File: config.mk
export PLATFORM = sky130hd
export DESIGN_NAME = v210_group_unpack
export DESIGN_NICKNAME = d
export VERILOG_FILES = /design/src/rtl/v210u_pkg.sv /design/src/rtl/v210u_front.sv /design/src/rtl/v210u_queue.sv /design/src/rtl/v210u_back.sv /design/src/rtl/v210_group_unpack.sv
export SDC_FILE = /design/constraint.sdc
export NUM_CORES = 1
export LEC_CHECK = 0
export CAP_MARGIN = 20
export CORE_UTILIZATION = 64
export DETAILED_ROUTE_END_ITERATION = 12
export DONT_BUFFER_PORTS = 1
export PLACE_DENSITY_LB_ADDON = 0.12
export SYNTH_ARGS = -nofsm -noshare
export SYNTH_HDL_FRONTEND = slang
export SYNTH_SLANG_ARGS = --single-unit
File: constraint.sdc
create_clock -name clk -period 9.95 [get_ports clk]
set_clock_uncertainty 0.15 [all_clocks]
set_input_delay 0 -clock clk [delete_from_list [all_inputs] [get_ports clk]]
set_output_delay 0 -clock clk [all_outputs]
set_load 0.05 [all_outputs]
File: src/rtl/v210u_pkg.sv
// v210u_pkg: shared types and constants of the v210 group unpacker
`timescale 1ns / 1ps

package v210u_pkg;

    localparam int SAMPLE_W         = 10;
    localparam int CFG_W            = 13;
    // position width, holds every configured value and every pixel position
    localparam int XW               = CFG_W + 1;
    localparam int APB_DATA_W       = 32;
    localparam int APB_ADDR_W       = 3;
    localparam int PIXELS_PER_GROUP = 6;
    localparam int BLOCK_PIXELS     = 48;
    localparam int GROUPS_PER_BLOCK = 8;
    localparam int MIN_WIDTH        = 2;
    localparam int QUEUE_DEPTH      = 4;

    localparam logic REG_LINE_WIDTH = 1'b0;
    localparam logic REG_LINE_COUNT = 1'b1;

    localparam logic [CFG_W-1:0] LINE_WIDTH_RESET = CFG_W'(1920);
    localparam logic [CFG_W-1:0] LINE_COUNT_RESET = CFG_W'(1080);

    // pair codes within a group
    localparam logic [1:0] PAIR_FIRST  = 2'd0;
    localparam logic [1:0] PAIR_SECOND = 2'd1;
    localparam logic [1:0] PAIR_THIRD  = 2'd2;

    // one classified group waiting for the back end
    typedef struct packed {
        logic [5:0][SAMPLE_W-1:0] luma;
        logic [2:0][SAMPLE_W-1:0] cb;
        logic [2:0][SAMPLE_W-1:0] cr;
        logic [1:0]               last_pair;
        logic                     line_end;
        logic                     frame_end;
    } entry_t;

endpackage

File: src/rtl/v210u_front.sv
// v210u_front: accepts groups, tracks line position and classifies the pairs
`timescale 1ns / 1ps

module v210u_front #(
    parameter int MAX_WIDTH = 4096,
    parameter int MAX_LINES = 4096
) (
    input  logic                       clk,
    input  logic                       rst_n,
    input  logic                       in_valid,
    output logic                       in_ready,
    input  logic [31:0]                word0,
    input  logic [31:0]                word1,
    input  logic [31:0]                word2,
    input  logic [31:0]                word3,
    input  logic [v210u_pkg::CFG_W-1:0] line_width,
    input  logic [v210u_pkg::CFG_W-1:0] line_count,
    input  logic                       q_full,
    output logic                       push,
    output v210u_pkg::entry_t          entry
);
    import v210u_pkg::*;

    localparam int GROUPS_MAX = ((MAX_WIDTH + BLOCK_PIXELS - 1) / BLOCK_PIXELS)
                                * GROUPS_PER_BLOCK;
    localparam int GROUP_W    = $clog2(GROUPS_MAX);
    localparam int LINE_W     = (MAX_LINES > 1) ? $clog2(MAX_LINES) : 1;

    logic [GROUP_W-1:0] group_reg, group_next;
    logic [LINE_W-1:0]  line_reg, line_next;
    logic [XW-1:0]      w_eff, lines_eff;
    logic [XW-1:0]      x0, x1, x2, x3;
    logic [GROUP_W:0]   group_inc;
    logic [XW-1:0]      block_px;
    logic               accept, last_line, wrap;
    logic               pv0, pv1, pv2;

    always_comb
    begin
        // clamp the registers to the supported range
        if ({1'b0, line_width} < XW'(MIN_WIDTH))
            w_eff = XW'(MIN_WIDTH);
        else if ({1'b0, line_width} > XW'(MAX_WIDTH))
            w_eff = XW'(MAX_WIDTH);
        else
            w_eff = {1'b0, line_width};

        if (line_count == '0)
            lines_eff = XW'(1);
        else if ({1'b0, line_count} > XW'(MAX_LINES))
            lines_eff = XW'(MAX_LINES);
        else
            lines_eff = {1'b0, line_count};

        in_ready  = !q_full;
        accept    = in_valid && in_ready;
        last_line = XW'(line_reg) >= (lines_eff - XW'(1));

        x0  = XW'(group_reg) * XW'(PIXELS_PER_GROUP);
        x1  = x0 + XW'(2);
        x2  = x0 + XW'(4);
        x3  = x0 + XW'(6);
        pv0 = x0 < w_eff;
        pv1 = x1 < w_eff;
        pv2 = x2 < w_eff;

        // last group of the line once the next group starts a block past the width
        group_inc = (GROUP_W + 1)'(group_reg) + (GROUP_W + 1)'(1);
        block_px  = XW'(group_inc >> $clog2(GROUPS_PER_BLOCK)) * XW'(BLOCK_PIXELS);
        wrap      = block_px >= w_eff;

        group_next = group_reg;
        line_next  = line_reg;
        if (accept)
        begin
            if (wrap)
            begin
                group_next = '0;
                line_next  = last_line ? '0 : line_reg + LINE_W'(1);
            end
            else
            begin
                group_next = group_reg + GROUP_W'(1);
            end
        end

        push = accept && pv0;

        entry.cb[0]   = word0[9:0];
        entry.luma[0] = word0[19:10];
        entry.cr[0]   = word0[29:20];
        entry.luma[1] = word1[9:0];
        entry.cb[1]   = word1[19:10];
        entry.luma[2] = word1[29:20];
        entry.cr[1]   = word2[9:0];
        entry.luma[3] = word2[19:10];
        entry.cb[2]   = word2[29:20];
        entry.luma[4] = word3[9:0];
        entry.cr[2]   = word3[19:10];
        entry.luma[5] = word3[29:20];

        if (pv2)
            entry.last_pair = PAIR_THIRD;
        else if (pv1)
            entry.last_pair = PAIR_SECOND;
        else
            entry.last_pair = PAIR_FIRST;
        // the final pair ends the line unless all three fit with room to spare
        entry.line_end  = pv2 ? (x3 >= w_eff) : 1'b1;
        entry.frame_end = entry.line_end && last_line;
    end

    always_ff @(posedge clk or negedge rst_n)
    begin
        if (!rst_n)
        begin
            group_reg <= '0;
            line_reg  <= '0;
        end
        else
        begin
            group_reg <= group_next;
            line_reg  <= line_next;
        end
    end

endmodule

File: src/rtl/v210u_queue.sv
// v210u_queue: short queue of classified groups between front and back
`timescale 1ns / 1ps

module v210u_queue (
    input  logic              clk,
    input  logic              rst_n,
    input  logic              push,
    input  v210u_pkg::entry_t push_entry,
    input  logic              pop,
    output v210u_pkg::entry_t head,
    output logic              empty,
    output logic              full
);
    import v210u_pkg::*;

    localparam int PTR_W = $clog2(QUEUE_DEPTH);
    localparam int CNT_W = $clog2(QUEUE_DEPTH + 1);

    entry_t             mem_reg [QUEUE_DEPTH];
    logic [PTR_W-1:0]   wr_ptr_reg, wr_ptr_next;
    logic [PTR_W-1:0]   rd_ptr_reg, rd_ptr_next;
    logic [CNT_W-1:0]   count_reg, count_next;

    always_comb
    begin
        empty       = count_reg == '0;
        full        = count_reg == CNT_W'(QUEUE_DEPTH);
        head        = mem_reg[rd_ptr_reg];
        wr_ptr_next = push ? wr_ptr_reg + PTR_W'(1) : wr_ptr_reg;
        rd_ptr_next = pop ? rd_ptr_reg + PTR_W'(1) : rd_ptr_reg;
        count_next  = count_reg;
        if (push && !pop)
            count_next = count_reg + CNT_W'(1);
        else if (pop && !push)
            count_next = count_reg - CNT_W'(1);
    end

    always_ff @(posedge clk or negedge rst_n)
    begin
        if (!rst_n)
        begin
            wr_ptr_reg <= '0;
            rd_ptr_reg <= '0;
            count_reg  <= '0;
        end
        else
        begin
            wr_ptr_reg <= wr_ptr_next;
            rd_ptr_reg <= rd_ptr_next;
            count_reg  <= count_next;
        end
    end

    always_ff @(posedge clk)
    begin
        if (push)
            mem_reg[wr_ptr_reg] <= push_entry;
    end

    a_no_overflow: assert property (@(posedge clk) disable iff (!rst_n)
        push |-> (!full || pop))
        else $error("queue written while full");

    a_no_underflow: assert property (@(posedge clk) disable iff (!rst_n)
        pop |-> !empty)
        else $error("queue read while empty");

    a_count_bound: assert property (@(posedge clk) disable iff (!rst_n)
        count_reg <= CNT_W'(QUEUE_DEPTH))
        else $error("queue count beyond depth");

endmodule

File: src/rtl/v210u_back.sv
// v210u_back: steps through the pairs of the head group, one pair per cycle unless the output stalls
`timescale 1ns / 1ps

module v210u_back (
    input  logic                                clk,
    input  logic                                rst_n,
    input  v210u_pkg::entry_t                   head,
    input  logic                                empty,
    output logic                                pop,
    output logic                                out_valid,
    input  logic                                out_ready,
    output logic [v210u_pkg::SAMPLE_W-1:0]      luma_first,
    output logic [v210u_pkg::SAMPLE_W-1:0]      luma_second,
    output logic [v210u_pkg::SAMPLE_W-1:0]      chroma_blue,
    output logic [v210u_pkg::SAMPLE_W-1:0]      chroma_red,
    output logic                                last_of_item,
    output logic                                line_end,
    output logic                                frame_end
);
    import v210u_pkg::*;

    logic [1:0]          pair_reg, pair_next;
    logic                out_valid_reg, out_valid_next;
    logic [SAMPLE_W-1:0] luma_first_reg, luma_first_next;
    logic [SAMPLE_W-1:0] luma_second_reg, luma_second_next;
    logic [SAMPLE_W-1:0] chroma_blue_reg, chroma_blue_next;
    logic [SAMPLE_W-1:0] chroma_red_reg, chroma_red_next;
    logic                last_reg, last_next;
    logic                line_end_reg, line_end_next;
    logic                frame_end_reg, frame_end_next;
    logic                load, final_pair;

    always_comb
    begin
        load       = !empty && (!out_valid_reg || out_ready);
        final_pair = pair_reg == head.last_pair;
        pop        = load && final_pair;

        pair_next = pair_reg;
        if (load)
            pair_next = final_pair ? PAIR_FIRST : pair_reg + 2'd1;

        out_valid_next = load ? 1'b1 : (out_ready ? 1'b0 : out_valid_reg);

        case (pair_reg)
            PAIR_FIRST:
            begin
                luma_first_next  = head.luma[0];
                luma_second_next = head.luma[1];
                chroma_blue_next = head.cb[0];
                chroma_red_next  = head.cr[0];
            end
            PAIR_SECOND:
            begin
                luma_first_next  = head.luma[2];
                luma_second_next = head.luma[3];
                chroma_blue_next = head.cb[1];
                chroma_red_next  = head.cr[1];
            end
            default:
            begin
                luma_first_next  = head.luma[4];
                luma_second_next = head.luma[5];
                chroma_blue_next = head.cb[2];
                chroma_red_next  = head.cr[2];
            end
        endcase
        last_next      = final_pair;
        line_end_next  = final_pair && head.line_end;
        frame_end_next = final_pair && head.frame_end;

        out_valid    = out_valid_reg;
        luma_first   = luma_first_reg;
        luma_second  = luma_second_reg;
        chroma_blue  = chroma_blue_reg;
        chroma_red   = chroma_red_reg;
        last_of_item = last_reg;
        line_end     = line_end_reg;
        frame_end    = frame_end_reg;
    end

    always_ff @(posedge clk or negedge rst_n)
    begin
        if (!rst_n)
        begin
            pair_reg      <= PAIR_FIRST;
            out_valid_reg <= 1'b0;
        end
        else
        begin
            pair_reg      <= pair_next;
            out_valid_reg <= out_valid_next;
        end
    end

    always_ff @(posedge clk)
    begin
        if (load)
        begin
            luma_first_reg  <= luma_first_next;
            luma_second_reg <= luma_second_next;
            chroma_blue_reg <= chroma_blue_next;
            chroma_red_reg  <= chroma_red_next;
            last_reg        <= last_next;
            line_end_reg    <= line_end_next;
            frame_end_reg   <= frame_end_next;
        end
    end

    a_pair_in_range: assert property (@(posedge clk) disable iff (!rst_n)
        !empty |-> (pair_reg <= head.last_pair))
        else $error("pair index past last pair of group");

    a_pair_restart: assert property (@(posedge clk) disable iff (!rst_n)
        pop |=> (pair_reg == PAIR_FIRST))
        else $error("pair index not restarted after group");

    a_line_end_last: assert property (@(posedge clk) disable iff (!rst_n)
        (out_valid_reg && line_end_reg) |-> last_reg)
        else $error("line end on a pair that is not last of its group");

endmodule

File: src/rtl/v210_group_unpack.sv
// v210_group_unpack: top level of the v210 group unpacker with its register port
`timescale 1ns / 1ps

// v210 group unpacker. Each input item is one 16-byte v210 group given as four
// little-endian 32-bit words (three 10-bit samples per word, bits 31:30 unused);
// each output item is one 4:2:2 pixel pair with luma of the even and odd pixel
// and the shared Cb and Cr, plus marks for the last pair of the group, the last
// visible pair of a line and the last visible pair of the frame. A pair is only
// given while its first pixel lies inside line_width, so padding groups at the
// end of a line (lines pad to 48 pixels, eight groups) give nothing but still
// advance the line position. The front end classifies a group in the cycle it is
// accepted and drops it into a four-deep queue; the back end sends one pair per
// cycle, unless out_ready stalls it, from the head of that queue through an
// output register. A full group gives three pairs through the single-pair output
// register, while padding groups are taken at the input and never queued. The
// first pair passes through the queue and then the output register. Registers
// (APB, 32-bit): line_width at 0x0 (clamped to 2..MAX_WIDTH) and line_count at
// 0x4 (clamped to 1..MAX_LINES); write them only while the block is idle.
// Out-of-range values set on the fly take effect from the next group, with the
// position counters wrapping when they sit at or beyond their new end.
module v210_group_unpack #(
    parameter int MAX_WIDTH = 4096,
    parameter int MAX_LINES = 4096
) (
    input  logic                                clk,
    input  logic                                rst_n,
    // register port
    input  logic                                psel,
    input  logic                                penable,
    input  logic                                pwrite,
    input  logic [v210u_pkg::APB_ADDR_W-1:0]    paddr,
    input  logic [v210u_pkg::APB_DATA_W-1:0]    pwdata,
    output logic [v210u_pkg::APB_DATA_W-1:0]    prdata,
    output logic                                pready,
    // group input
    input  logic                                in_valid,
    output logic                                in_ready,
    input  logic [31:0]                         word0,
    input  logic [31:0]                         word1,
    input  logic [31:0]                         word2,
    input  logic [31:0]                         word3,
    // pair output
    output logic                                out_valid,
    input  logic                                out_ready,
    output logic [v210u_pkg::SAMPLE_W-1:0]      luma_first,
    output logic [v210u_pkg::SAMPLE_W-1:0]      luma_second,
    output logic [v210u_pkg::SAMPLE_W-1:0]      chroma_blue,
    output logic [v210u_pkg::SAMPLE_W-1:0]      chroma_red,
    output logic                                last_of_item,
    output logic                                line_end,
    output logic                                frame_end
);
    import v210u_pkg::*;

    logic [CFG_W-1:0] width_reg, width_next;
    logic [CFG_W-1:0] count_reg, count_next;
    logic             cfg_write;
    logic             reg_sel;
    entry_t           push_entry, head;
    logic             push, pop, q_empty, q_full;

    // register port, registers sit on word addresses
    always_comb
    begin
        pready     = 1'b1;
        cfg_write  = psel && penable && pwrite && pready;
        reg_sel    = paddr[2];
        width_next = width_reg;
        count_next = count_reg;
        if (cfg_write)
        begin
            case (reg_sel)
                REG_LINE_WIDTH: width_next = pwdata[CFG_W-1:0];
                REG_LINE_COUNT: count_next = pwdata[CFG_W-1:0];
                default:        width_next = width_reg;
            endcase
        end
        case (reg_sel)
            REG_LINE_WIDTH: prdata = APB_DATA_W'(width_reg);
            REG_LINE_COUNT: prdata = APB_DATA_W'(count_reg);
            default:        prdata = '0;
        endcase
    end

    always_ff @(posedge clk or negedge rst_n)
    begin
        if (!rst_n)
        begin
            width_reg <= LINE_WIDTH_RESET;
            count_reg <= LINE_COUNT_RESET;
        end
        else
        begin
            width_reg <= width_next;
            count_reg <= count_next;
        end
    end

    // classify groups and keep the line position
    v210u_front #(
        .MAX_WIDTH (MAX_WIDTH),
        .MAX_LINES (MAX_LINES)
    ) u_front (
        .clk        (clk),
        .rst_n      (rst_n),
        .in_valid   (in_valid),
        .in_ready   (in_ready),
        .word0      (word0),
        .word1      (word1),
        .word2      (word2),
        .word3      (word3),
        .line_width (width_reg),
        .line_count (count_reg),
        .q_full     (q_full),
        .push       (push),
        .entry      (push_entry)
    );

    // decouples group intake from pair output
    v210u_queue u_queue (
        .clk        (clk),
        .rst_n      (rst_n),
        .push       (push),
        .push_entry (push_entry),
        .pop        (pop),
        .head       (head),
        .empty      (q_empty),
        .full       (q_full)
    );

    // one pair per cycle into the output register while out_ready allows
    v210u_back u_back (
        .clk          (clk),
        .rst_n        (rst_n),
        .head         (head),
        .empty        (q_empty),
        .pop          (pop),
        .out_valid    (out_valid),
        .out_ready    (out_ready),
        .luma_first   (luma_first),
        .luma_second  (luma_second),
        .chroma_blue  (chroma_blue),
        .chroma_red   (chroma_red),
        .last_of_item (last_of_item),
        .line_end     (line_end),
        .frame_end    (frame_end)
    );

endmodule

==> impl_metrics.toml <==
[outcome]
status = "completed"

[worst_setup_path]
cp_max_fo = 73
cp-endpoint = "u_queue.mem_reg[3][93]"
reg2reg_depth = 13
crit_chain = "ha_1 -> fa_1 -> a21o_1 -> a2111oi_2 -> xnor2_1 -> ha_1 -> and4_1 -> a221o_1 -> o211ai_1 -> nand4b_1 -> a211oi_4 -> and2_4 -> buf_4"
crit_type = "register to register"
cp-end-kind = "register"
rrSetupSlack_ns = 3.51
arrival_ns = 6.51
cpMostUsedCell = "ha_1"
r2r_end = "u_queue.mem_reg[3][93]"
reg2reg_from = "u_front.group_reg[0]"
critPathLaunchType = "register"
worstPathRequired_ns = 10.02
cp_slowest_stage_delay_ns = 0.96
startpoint = "u_front.group_reg[0]"
crit_slowest_cell = "buf_4"

[logic_synthesis]
async_flop_share = 0.0972
yosys_register_bits = 597
synth-edff-count = 539
seq_area_frac_synth = 0.674
synth_cells = 1540
netlist_area_mm2 = 0.0262
yosys_warnings = 0
synth.avg_cell_area_um2 = 17.0
ys.flop_type = "edfxtp_1"
synth_cell_type_count = 78

[clocking]
clkSinkCount = 597
root_buffer = "clkbuf_16"
clock_path_buffers = 3
htree_num_levels = 2
ctsResizeCount = 0
clk_pin_slew_ns = 0.07
cts_hold_buf = 286
clk_latency_ns = 0.64
cts_buffers = 56
cts_tree = "done"
post-cts-setup-buffer-count = 0

[timing]
fin_tns_setup_ns = 0
post-route-period-util = 0.647
slew_violations = 0
fmax_mhz = 155
hold_viol = 0
fin_worst_hold_slack_ns = 0.0309
timing.final.crit_period_ns = 6.44
worstMarginPinSlew_ns = 1.13
setup_violations = 0
rsz0062_at_grt = "false"
slew-limit-headroom = 0.246
layout_setup_ws_ns = 3.51

[place]
pre_cts_ws_ns = 3.53
portBuffers = 0
placedCellCount = 2013
dp_hpwl_mm = 31.7
gp_congestion = 0.832

[floorplan]
start_util = 0.654
die_w_um = 204
ios = 248
die_h_um = 204
fp.coreArea_mm2 = 0.0400
die_area_mm2 = 0.0417
num_rows = 73

[final_layout]
final_common_cell = "edfxtp_1"
largest_reg_flops = 496
synthToLayoutAreaGrowth_pct = 20.5
layout_common_cells = "539 x edfxtp_1, 284 x dlygate4sd3_1, 128 x nand2_1"
final_cells = 2405
fillerInstances = 2025
layout-drive-gt1-share = 0.162
fin_nets = 2104

[routing]
postRouteAntennaNets = 0
wl_mm = 65.3
firstDrtPassIters = 5
drt_iter0_drc = 1404
wl_per_cell_um = 27.1
drc = 0
avgViaCountPerCell = 6.46
dr_total_vias = 15545

[global_route]
grt_pass1_wl_mm = 97.5
grt_use_total = 0.320
grt-ovfl-total = 0
grt_max_degree = 74
antenna_found_initial = 3
grt_pass1_vias = 16102

[power]
vdd.ir_drop.worst_v = 0.000208
powerDensity_mw_per_mm2 = 318
leakage_nw = 11.3

[job]
maxCapViolCount = 0

[worst_hold_path]
hold_path.class = "input pin to register"
synthesized netlist by cell type (all sizes together) (13+ instances only):
| master | count | area, µm² |
|---|---|---|
| a21o | 20 | 150 |
| a21oi | 33 | 169 |
| a22oi | 42 | 315 |
| and3 | 17 | 111 |
| buf | 44 | 258 |
| clkbuf | 42 | 158 |
| dfrtp | 50 | 1250 |
| edfxtp | 539 | 16200 |
| ha | 99 | 1240 |
| inv | 33 | 124 |
| mux2 | 41 | 462 |
| mux4 | 124 | 2790 |
| nand2 | 128 | 480 |
| nand2b | 16 | 100 |
| nand3 | 15 | 75.1 |
| nor2 | 38 | 143 |
| nor3 | 13 | 65.1 |
| o211ai | 14 | 105 |
| o21ai | 35 | 175 |
| xnor2 | 36 | 315 |
| xor2 | 22 | 193 |
worst min-delay path by stage:
stage / startpoint / slack [ns] / depth (start not counted) / endpoint
after global routing: out_ready / 0.05 / 3 / u_back.chroma_red[4]
after CTS: pwrite / 0.01 / 2 / width_reg[0]
after floorplan: rst_n / -0.45 / 0 / count_reg[0]
after detailed placement: rst_n / -0.44 / 0 / u_front.line_reg[4]
after global placement: rst_n / -0.44 / 0 / u_front.line_reg[2]
final: out_ready / 0.03 / 3 / u_back.luma_second[1]
per-layer routing:
layer	up-vias	routed length, µm	track usage
li1	6648	-	-
met1	7921	24000	0.403
met2	836	34200	0.556
met3	140	4770	0.0540
met4	0	2270	0.122
met5	-	0	0
cell families after synthesis:
logic type	Yosys count	share of synthesized area
AOI/OAI and AO/OA	206	0.0566
xor gates and xnor gates	58	0.0194
adders and majority gates	102	0.0496
buffers and inverters	119	0.0206
DFF	597	0.674
muxes	166	0.125
other	2	0.000287
and+or+nand+nor	290	0.0544
area by class of cell:
cell class                      instances  area [µm²]  share of cell area
Antenna cell                            3        7.51            0.000238
Clock buffer                           61        1420              0.0450
Clock inverter                         42         553              0.0175
Inverter                               33         124             0.00393
Multi-Input combinational cell        842        8090               0.257
Sequential cell                       597       17700               0.560
Tap cell                              525         657              0.0208
Timing Repair Buffer                  302        3020              0.0957
worst max-delay path: cells and delay by family, from the launching register on:
family	cells	cell delay (ns)
AOI/OAI and AO/OA	5	1.62
xor gates and xnor gates	1	0.36
adders and majority gates	3	1.16
buffers and inverters	1	0.96
DFF	1	0.56
and+or+nand+nor	3	1.13
power by group:
part	internal [mW]	switching, mW	total (mW)
Clock	1.35	0.997	2.35
Sequential	3.49	0.705	4.20
Combinational	1.45	2.02	3.47
Total	6.29	3.73	10.0
metrics by stage:
| step | area, µm² | utilization | power [mW] |
|---|---|---|---|
| after floorplan | 26200 | - | 6.59 |
| after global placement | 26600 | 0.666 | 7.28 |
| after detailed placement | 26600 | 0.666 | 7.38 |
| after CTS | 31500 | 0.788 | 9.84 |
| after global routing | 31500 | 0.788 | 10.5 |
| final | 31500 | 0.788 | 10.0 |
Power figures use the tool's default switching activity.
